$ cat src/sipc_pkg.sv
// shared constants and types for the pixel cost core
// no dependencies
package sipc_pkg;

  localparam int MAX_WIDTH = 1024;
  localparam int HALF_W    = 9;

  localparam logic [10:0] WIDTH_RESET   = 11'd1024;
  localparam logic [7:0]  LABELS_RESET  = 8'd64;
  localparam logic [5:0]  COST_CAP_HALF = 6'd40;

  localparam logic REG_IMAGE_WIDTH = 1'b0;
  localparam logic REG_LABEL_COUNT = 1'b1;

  typedef struct packed {
    logic has_before;
    logic has_after;
  } nbr_flags_t;

endpackage

$ cat src/sipc_interval.sv
// two-stage distance from a value to a half-sample interval
// depends on sipc_pkg
module sipc_interval
  import sipc_pkg::*;
(
  input  logic              clk,
  input  logic [HALF_W-1:0] v,
  input  logic [7:0]        center,
  input  logic [7:0]        prev,
  input  logic [7:0]        after,
  input  nbr_flags_t        flags,
  output logic [HALF_W-1:0] gap
);

  logic [HALF_W-1:0] c2, hb, ha;
  logic [HALF_W-1:0] lo_nxt, hi_nxt, lo_b, hi_b;
  logic [HALF_W-1:0] lo_r, hi_r, v_r, dist_r, dist_nxt;

  always_comb begin
    c2 = {center, 1'b0};
    hb = {1'b0, center} + {1'b0, prev};
    ha = {1'b0, center} + {1'b0, after};
    lo_b = c2;
    hi_b = c2;
    if (flags.has_before) begin
      if (hb < lo_b) lo_b = hb;
      if (hb > hi_b) hi_b = hb;
    end
    lo_nxt = lo_b;
    hi_nxt = hi_b;
    if (flags.has_after) begin
      if (ha < lo_b) lo_nxt = ha;
      if (ha > hi_b) hi_nxt = ha;
    end
  end

  always_ff @(posedge clk) begin
    lo_r <= lo_nxt;
    hi_r <= hi_nxt;
    v_r  <= v;
  end

  always_comb begin
    if (v_r < lo_r) begin
      dist_nxt = lo_r - v_r;
    end else if (v_r > hi_r) begin
      dist_nxt = v_r - hi_r;
    end else begin
      dist_nxt = '0;
    end
  end

  always_ff @(posedge clk) begin
    dist_r <= dist_nxt;
  end

  assign gap = dist_r;

endmodule

$ cat src/sampling_insensitive_pixel_cost_core.sv
// top level of the stereo pixel cost core with its register port
// depends on sipc_pkg and sipc_interval
//
// One pixel/disparity pair is taken in every clock cycle and its cost comes out
// at the end of the pipeline, marked by out_strobe for one cycle. The pipeline has four
// register stages: edge and range checks, interval bounds, interval distances,
// then the minimum and cap. busy stays low, so start may be held high without
// gaps. The result side cannot stall: every result must be taken in the cycle
// it is shown. Write image_width and label_count only while no pixel is in
// flight.
module sampling_insensitive_pixel_cost_core
  import sipc_pkg::*;
(
  input  logic        clk,
  input  logic        rst_n,
  input  logic        start,
  output logic        busy,
  input  logic [9:0]  in_column,
  input  logic [7:0]  in_disparity,
  input  logic [7:0]  in_left_center,
  input  logic [7:0]  in_left_before,
  input  logic [7:0]  in_left_after,
  input  logic [7:0]  in_right_center,
  input  logic [7:0]  in_right_before,
  input  logic [7:0]  in_right_after,
  output logic        out_strobe,
  output logic [5:0]  out_cost_half,
  output logic        out_invalid,
  input  logic        psel,
  input  logic        penable,
  input  logic        pwrite,
  input  logic [2:0]  paddr,
  input  logic [31:0] pwdata,
  output logic [31:0] prdata,
  output logic        pready
);

  logic [10:0] image_width_r;
  logic [7:0]  label_count_r;
  logic        cfg_wr;
  logic [10:0] width_eff;

  assign pready = 1'b1;
  assign busy   = 1'b0;
  assign cfg_wr = psel && penable && pwrite && pready;

  always_ff @(posedge clk) begin
    if (!rst_n) begin
      image_width_r <= WIDTH_RESET;
      label_count_r <= LABELS_RESET;
    end else if (cfg_wr) begin
      case (paddr[2])
        REG_IMAGE_WIDTH: image_width_r <= pwdata[10:0];
        REG_LABEL_COUNT: label_count_r <= pwdata[7:0];
        default: ;
      endcase
    end
  end

  always_comb begin
    case (paddr[2])
      REG_IMAGE_WIDTH: prdata = {21'd0, image_width_r};
      REG_LABEL_COUNT: prdata = {24'd0, label_count_r};
      default:         prdata = '0;
    endcase
  end

  assign width_eff = (image_width_r > 11'(MAX_WIDTH)) ? 11'(MAX_WIDTH) : image_width_r;

  function automatic nbr_flags_t nbr_flags(input logic [9:0] pos, input logic [10:0] width);
    nbr_flags_t f;
    if (pos == 10'd0) begin
      f.has_before = 1'b0;
      f.has_after  = 1'b1;
    end else begin
      f.has_before = 1'b1;
      f.has_after  = ({1'b0, pos} + 11'd1) < width;
    end
    return f;
  endfunction

  // stage 1: range check and edge flags
  logic       accept;
  logic       invalid_nxt;
  logic [9:0] q_nxt;
  logic       s1_valid_r, s1_invalid_r;
  nbr_flags_t s1_lflags_r, s1_rflags_r;
  logic [7:0] s1_lc_r, s1_lb_r, s1_la_r, s1_rc_r, s1_rb_r, s1_ra_r;

  assign accept      = start && !busy;
  assign invalid_nxt = (in_disparity >= label_count_r) || ({2'b0, in_disparity} > in_column);
  assign q_nxt       = in_column - {2'b0, in_disparity};

  always_ff @(posedge clk) begin
    if (!rst_n) begin
      s1_valid_r <= 1'b0;
    end else begin
      s1_valid_r <= accept;
    end
  end

  always_ff @(posedge clk) begin
    s1_invalid_r <= invalid_nxt;
    s1_lflags_r  <= nbr_flags(in_column, width_eff);
    s1_rflags_r  <= nbr_flags(q_nxt, width_eff);
    s1_lc_r      <= in_left_center;
    s1_lb_r      <= in_left_before;
    s1_la_r      <= in_left_after;
    s1_rc_r      <= in_right_center;
    s1_rb_r      <= in_right_before;
    s1_ra_r      <= in_right_after;
  end

  // stages 2 and 3: forward and reverse interval distances
  logic [HALF_W-1:0] fwd, rev;

  sipc_interval u_fwd (
    .clk    (clk),
    .v      ({s1_lc_r, 1'b0}),
    .center (s1_rc_r),
    .prev   (s1_rb_r),
    .after  (s1_ra_r),
    .flags  (s1_rflags_r),
    .gap    (fwd)
  );

  sipc_interval u_rev (
    .clk    (clk),
    .v      ({s1_rc_r, 1'b0}),
    .center (s1_lc_r),
    .prev   (s1_lb_r),
    .after  (s1_la_r),
    .flags  (s1_lflags_r),
    .gap    (rev)
  );

  logic s2_valid_r, s3_valid_r, s2_invalid_r, s3_invalid_r;

  always_ff @(posedge clk) begin
    if (!rst_n) begin
      s2_valid_r <= 1'b0;
      s3_valid_r <= 1'b0;
    end else begin
      s2_valid_r <= s1_valid_r;
      s3_valid_r <= s2_valid_r;
    end
  end

  always_ff @(posedge clk) begin
    s2_invalid_r <= s1_invalid_r;
    s3_invalid_r <= s2_invalid_r;
  end

  // stage 4: minimum and cap
  logic [HALF_W-1:0] min_d;
  logic [5:0]        cost_nxt;
  logic              strobe_r, invalid_r;
  logic [5:0]        cost_r;

  always_comb begin
    min_d = (fwd < rev) ? fwd : rev;
    if (s3_invalid_r || (min_d > HALF_W'(COST_CAP_HALF))) begin
      cost_nxt = COST_CAP_HALF;
    end else begin
      cost_nxt = min_d[5:0];
    end
  end

  always_ff @(posedge clk) begin
    if (!rst_n) begin
      strobe_r <= 1'b0;
    end else begin
      strobe_r <= s3_valid_r;
    end
  end

  always_ff @(posedge clk) begin
    cost_r    <= cost_nxt;
    invalid_r <= s3_invalid_r;
  end

  assign out_strobe    = strobe_r;
  assign out_cost_half = cost_r;
  assign out_invalid   = invalid_r;

endmodule

$ cat config.mk
export PLATFORM = sky130hd
export DESIGN_NAME = sampling_insensitive_pixel_cost_core
export DESIGN_NICKNAME = d
export VERILOG_FILES = /design/src/sipc_pkg.sv /design/src/sipc_interval.sv /design/src/sampling_insensitive_pixel_cost_core.sv
export SDC_FILE = /design/constraint.sdc
export NUM_CORES = 1
export LEC_CHECK = 0
export ABC_AREA = 0
export BUFFER_PORTS_ARGS = -buffer_cell sky130_fd_sc_hd__buf_2
export CAP_MARGIN = 20
export CORE_AREA = 2 2 144 146
export CTS_CLUSTER_DIAMETER = 100
export DETAILED_ROUTE_END_ITERATION = 8
export DIE_AREA = 0 0 146 148
export PLACE_DENSITY = 0.73
export RECOVER_POWER = 50
export SLEW_MARGIN = 25
export SYNTH_ARGS = -nofsm -noshare
export SYNTH_HDL_FRONTEND = slang
export SYNTH_SLANG_ARGS = --single-unit
$ cat constraint.sdc
create_clock -name clk -period 4.8 [get_ports clk]
set_input_delay 0.48 -clock clk [delete_from_list [all_inputs] [get_ports clk]]
set_output_delay 0.48 -clock clk [all_outputs]
set_load 0.1 [all_outputs]
Word level (Yosys, flattened, before mapping)

Index checks and enable logic that the tools add are counted.

Add/sub/neg operators: 11
$lt $le $gt $ge: 19
Multiplexer cells: 25
Bitwise gates (word level): 1
Reductions and logical operators: 8

Operators by type and width:

| kind                                                           | number |
|---|---|
| two-way mux 9 bit                                              | 21 |
| case mux 32 bit (2 select lines)                               | 1 |
| < comparator 9 bit                                             | 7 |
| greater-than comparator 9 bit                                  | 6 |
| adder 8 x 8 -> 9 bit                                           | 4 |
| subtractor 9 bit                                               | 4 |
| adder 10 x 1 -> 11 bit (second input constant)                 | 2 |
| < comparator 11 bit                                            | 2 |
| logical NOT 10 bit                                             | 2 |
| greater-than comparator 11 bit (second input constant)         | 1 |
| two-way mux 11 bit                                             | 1 |
| greater-than comparator 8 x 10 -> 1 bit                        | 1 |
| subtractor 10 x 8 -> 10 bit                                    | 1 |
| greater-than comparator 9 x 6 -> 1 bit (second input constant) | 1 |
| greater-or-equal comparator 8 bit                              | 1 |
| two-way mux 2 bit                                              | 2 |
| AND reduction 2 bit                                            | 2 |
| logical AND 1 bit                                              | 2 |
| logical OR 1 bit                                               | 2 |
| inverter 1 bit                                                 | 1 |

Bits in registers: 155
Bits of input ports: 107
Output and inout bits: 42

Depth between registers and ports, before layout

Depth after elaboration: 7
Mapped depth: 26
Mapped depth without buffers: 24

Cells and area by module

A second synthesis with hierarchy kept.

Cells, all modules: 1174
Area, all modules: 10759.1 um^2

Modules (own cells, without submodules):

| module                               | times used | cells each | area each (um^2) | sequential area each (um^2) |
|---|---|---|---|---|
| sampling_insensitive_pixel_cost_core | 1          | 447        | 4222.8           | 1701.6 |
| sipc_interval (u_fwd)                | 1          | 362        | 3274.4           | 720.7 |
| sipc_interval (u_rev)                | 1          | 365        | 3261.9           | 720.7 |

Least setup slack after synthesis

No wires, ideal clock.

Path kind: register to register
Start point: reg s1_lc_r[0]
End point: reg u_rev.hi_r[0]
Library setup time: 0.121 ns
Data arrival time: 4.832 ns
Required time: 4.679 ns
Slack: -0.153 ns
Cell stages (with the launch flop): 23
Path buffers: 2
Period minus slack after synthesis: 4.953 ns
Cells stage by stage: dfxtp_1 > ha_1 > inv_1 > fa_1 > nor2b_1 > o21a_1 > nor2_1 > xnor2_1 > ha_1 > a211oi_1 > o21ai_0 > o31ai_1 > nand2b_1 > a21o_1 > buf_2 > mux2i_1 > ha_1 > and3_1 > a2111oi_0 > o21ai_0 > o2111ai_1 > buf_1 > mux2_2

Word-level cells in the longest chain between the ends: 7

RTL lines:

| item                          | line                                        | text |
|---|---|---|
| start: declaration            | sampling_insensitive_pixel_cost_core.sv:88  | `logic [7:0] s1_lc_r, s1_lb_r, s1_la_r, s1_rc_r, s1_rb_r, s1_ra_r;` |
| start signal: assignment      | sampling_insensitive_pixel_cost_core.sv:106 | `s1_lc_r <= in_left_center;` |
| adder 8 x 8 -> 9 bit          | sipc_interval.sv:21                         | `hb = {1'b0, center} + {1'b0, prev};` |
| greater-than comparator 9 bit | sipc_interval.sv:27                         | `if (hb > hi_b) hi_b = hb;` |
| two-way mux 9 bit             | sipc_interval.sv:27                         |  |
| two-way mux 9 bit             | sipc_interval.sv:25                         | `if (flags.has_before) begin` |
| greater-than comparator 9 bit | sipc_interval.sv:33                         | `if (ha > hi_b) hi_nxt = ha;` |
| two-way mux 9 bit             | sipc_interval.sv:33                         |  |
| two-way mux 9 bit *           | sipc_interval.sv:31                         | `if (flags.has_after) begin` |
| via u_rev.hi_nxt[0]           | sipc_interval.sv:16                         | `logic [HALF_W-1:0] lo_nxt, hi_nxt, lo_b, hi_b;` |
| end signal: assignment        | sipc_interval.sv:39                         | `hi_r <= hi_nxt;` |
| end: declaration              | sipc_interval.sv:17                         | `logic [HALF_W-1:0] lo_r, hi_r, v_r, dist_r, dist_nxt;` |

Mark *: on every way through the listed nets, which the timed path passes. The rest lies on a longest branch.
A chain may end at the register's enable or synchronous reset.

Worst setup path after layout

Start point: reg s1_lc_r[1]
End point: reg u_rev.hi_r[0]

Same word-level chain as after synthesis.

==> out/metrics.yaml <==
synth_top_area_share_pct: 29.9
cts_tree: "yes"
gp_congestion: 0.959
timing.rr.start: "s1_lc_r[1]$_DFF_P_"
required_ps: 5130
route.met2.wl_um: 12000
layout-drive-gt1-share_pct: 17.0
grt_max_degree: 24
clkTransAtPathRegs_ps: 70
ir_drop_mv: 0.334
setup_violations: 0
route.detailed.drc: 0
switchingPower_mw: 2.53
drt-total-wl_um: 25200
vias: 8681
overflow: 0
setup_tns_ps: 0
leakagePower_nw: 5.87
numCtsBuffers: 17
hold_class: "in -> reg"
max-cap-violations: 0
syn_area_per_cell_um2: 8.89
fin_skew_ps: 7.28
crit_fanout: 5
drt_iter0_drc: 515
die_x_um: 146
die_h_um: 148
htreeDepth: 4
wl_per_cell_um: 15.8
cp-end-kind: "register"
reg2regPathDepth: 19
maxSlewHeadroom_pct: 40.2
io_buffers: 102
pwr-share-comb_pct: 50.8
cts_sinks: 155
fin_crit_sh_pct: 98.7
clock-root-buffer: "clkbuf_16"
fp.dieArea_mm2: 0.0216
synthFlopType: "dfxtp_1"
yosys.cell_types.count: 62
antenna_found_initial: 2
top_layer: "met5"
synth_cells: 1168
synth_top_cells_by_area: "dfxtp_1 30%, ha_1 20%, mux2i_1 5.4%"
hold_ws_ps: 139
grt_pass1_vias: 8446
rows: 52
grt_usage_pct: 22.6
r2r-end: "u_rev.hi_r[0]$_DFF_P_"
drtPass1Iterations: 6
async_flop_share_pct: 0
yosysSeqAreaShare_pct: 29.9
wl_met3_um: 1360
reg2reg_setup_slack_ps: 60
maxSlewViolCount: 0
via_per_inst: 5.44
synth_seq_cells: 155
syn_to_final_growth_pct: 17.5
fmax_mhz: 211
worst_pin_slew_ps: 896
synthesis.area_mm2: 0.0104
io_pins: 149
yosys_warnings: 0
initial_core_util_pct: 51.8
grt_pass1_wl_um: 39700
p_clk_share_pct: 21.6
sw_frac_of_total_pct: 40.7
hold_violations: 0
worst-setup-path-type: "reg -> reg"
outcome: "finished clean"
cp.arrival_ps: 5060
clockBufferDepth: 2
cp-start-kind: "register"
crit_start: "s1_lc_r[1]$_DFF_P_"
met1Wirelength_um: 11200
p_seq_share_pct: 27.6
period_needed_ps: 4740
synth_top_cell_by_area: "dfxtp_1"
final_nets: 1591
crit_end: "u_rev.hi_r[0]$_DFF_P_"
dp_hpwl_um: 19400
coreArea_mm2: 0.0200
final_core_util_pct: 60.9
power_density_mw_per_mm2: 510
clk_latency_ps: 430
ant_nets: 0
synth_edf_count: 0
internal_power_mw: 3.69
-- power by group through the flow --
stage / clock network (mW) / registers, mW / logic [mW]
CTS: 1.36 / 1.72 / 2.98
floorplan: 0 / 1.83 / 2.18
finish: 1.34 / 1.72 / 3.16
detailed placement: 0 / 1.74 / 2.92
global placement: 0 / 1.74 / 2.84
global route: 1.43 / 1.75 / 3.47
-- sequential cells by signal (all words and copies together), names as in the netlist, 9 cells and up --
signal,cells
u_rev.lo_r,9
u_rev.hi_r,9
u_rev.gap,9
u_fwd.hi_r,9
u_fwd.gap,9
image_width_r,11
u_fwd.lo_r,9
-- layer usage --
layer	up-vias	global-route usage, %
met5	-	0
met4	2	8.20
met3	63	4.57
met2	260	38.8
met1	4020	28.2
li1	4336	-
-- what timing repair did --
item | in CTS | in global routing
pin swaps | 1 | 19
hold endpoints to repair | 0 | 0
buffers inserted | 1 | 9
cloned | 0 | 1
gates resized for setup | 13 | 52
hold buffers | 0 | 0
endpoints found under the setup margin | 34 | 36
-- how the worst min path moves through the flow --
| stage | start | end | slack (ps) | cells after the start |
|---|---|---|---|---|
| after global placement | s1_invalid_r$_DFF_P_ | s2_invalid_r$_DFF_P_ | 310 | 0 |
| after global routing | in_left_before[2] | s1_lb_r[2]$_DFF_P_ | 130 | 1 |
| after floorplan | s1_invalid_r$_DFF_P_ | s2_invalid_r$_DFF_P_ | 310 | 0 |
| after detailed placement | s2_invalid_r$_DFF_P_ | s3_invalid_r$_DFF_P_ | 310 | 0 |
| final | in_left_after[0] | s1_la_r[0]$_DFF_P_ | 140 | 1 |
| after CTS | in_left_after[5] | s1_la_r[5]$_DFF_P_ | 130 | 1 |
-- through the flow --
step | power [mW] | setup slack, ps | cell area (µm²) | cells
CTS | 6.06 | 12.9 | 12000 | 1584
detailed placement | 4.66 | -103 | 11300 | 1551
floorplan | 4.01 | 34.2 | 10500 | 1189
global placement | 4.58 | 27.9 | 11300 | 1551
finish | 6.22 | 64.5 | 12200 | 1595
global route | 6.65 | -152 | 12200 | 1594
-- cells in the final DEF, fill, tap and decap left out, types with 7 or more instances in the layout --
| master | n |
|---|---|
| clkbuf_1 | 15 |
| or3_1 | 8 |
| nand2_1 | 83 |
| mux2_2 | 12 |
| buf_2 | 99 |
| nor2_1 | 54 |
| nand2b_1 | 12 |
| nor2b_1 | 25 |
| dfxtp_1 | 152 |
| xor2_1 | 14 |
| o21ai_1 | 8 |
| nand4_1 | 24 |
| a211oi_1 | 7 |
| a21boi_0 | 22 |
| ha_1 | 158 |
| xnor2_1 | 45 |
| nor3_1 | 16 |
| o211ai_1 | 7 |
| inv_1 | 137 |
| o21a_1 | 12 |
| a22o_1 | 14 |
| a21o_1 | 32 |
| nand3_1 | 17 |
| buf_4 | 28 |
| clkbuf_16 | 17 |
| fa_1 | 8 |
| and2_1 | 7 |
| a21oi_1 | 56 |
| conb_1 | 23 |
| o21ai_0 | 55 |
| mux2i_1 | 47 |
-- logic make-up (layout without fill, tap and decap cells) --
logic type / count (synthesis) / in the layout / share of synthesized area (%)
other: 2 / 24 / 0.0723
and+or+nand+nor: 269 / 269 / 12.7
adders and majority gates: 173 / 173 / 21.5
DFF: 155 / 155 / 29.9
buffers and inverters: 178 / 313 / 7.31
xor gates and xnor gates: 61 / 61 / 5.14
AOI/OAI and AO/OA: 262 / 262 / 16.7
muxes: 68 / 68 / 6.70
-- final cells by class --
type	instances	area, µm²
Fill cell	1735	7830
Multi-Input combinational cell	856	6880
Sequential cell	155	3110
Timing Repair Buffer	144	785
Inverter	137	514
Clock buffer	18	439
Tap cell	270	338
Clock inverter	14	146
Antenna cell	1	2.50
-- cells in the mapped netlist, drive strengths merged (9+ instances only) --
cell type,number
o21ai,64
nor3,16
a21boi,23
buf,29
nand2b,13
a211oi,10
nand2,84
nor2,56
clkbuf,12
dfxtp,155
ha,164
a21oi,60
nand3,17
mux2,12
inv,137
nor2b,25
xnor2,46
nand4,24
a22o,14
mux2i,56
xor2,15
o21a,12
fa,9
a21o,33
-- worst max-delay path: stages (launching register included) --
cell	delay, ps
dfxtp_2	350
ha_1	310
a211oi_1	210
nor2_1	100
o21a_1	190
o41a_1	350
xor2_2	210
ha_1	290
o21ai_0	240
nand2b_1	130
o31ai_2	100
nand2b_4	190
a21o_4	150
mux2i_4	260
ha_1	280
and3_1	200
a2111oi_2	420
o21ai_1	140
o2111ai_2	140
mux2_2	370
Power figures use the tool's default switching activity.
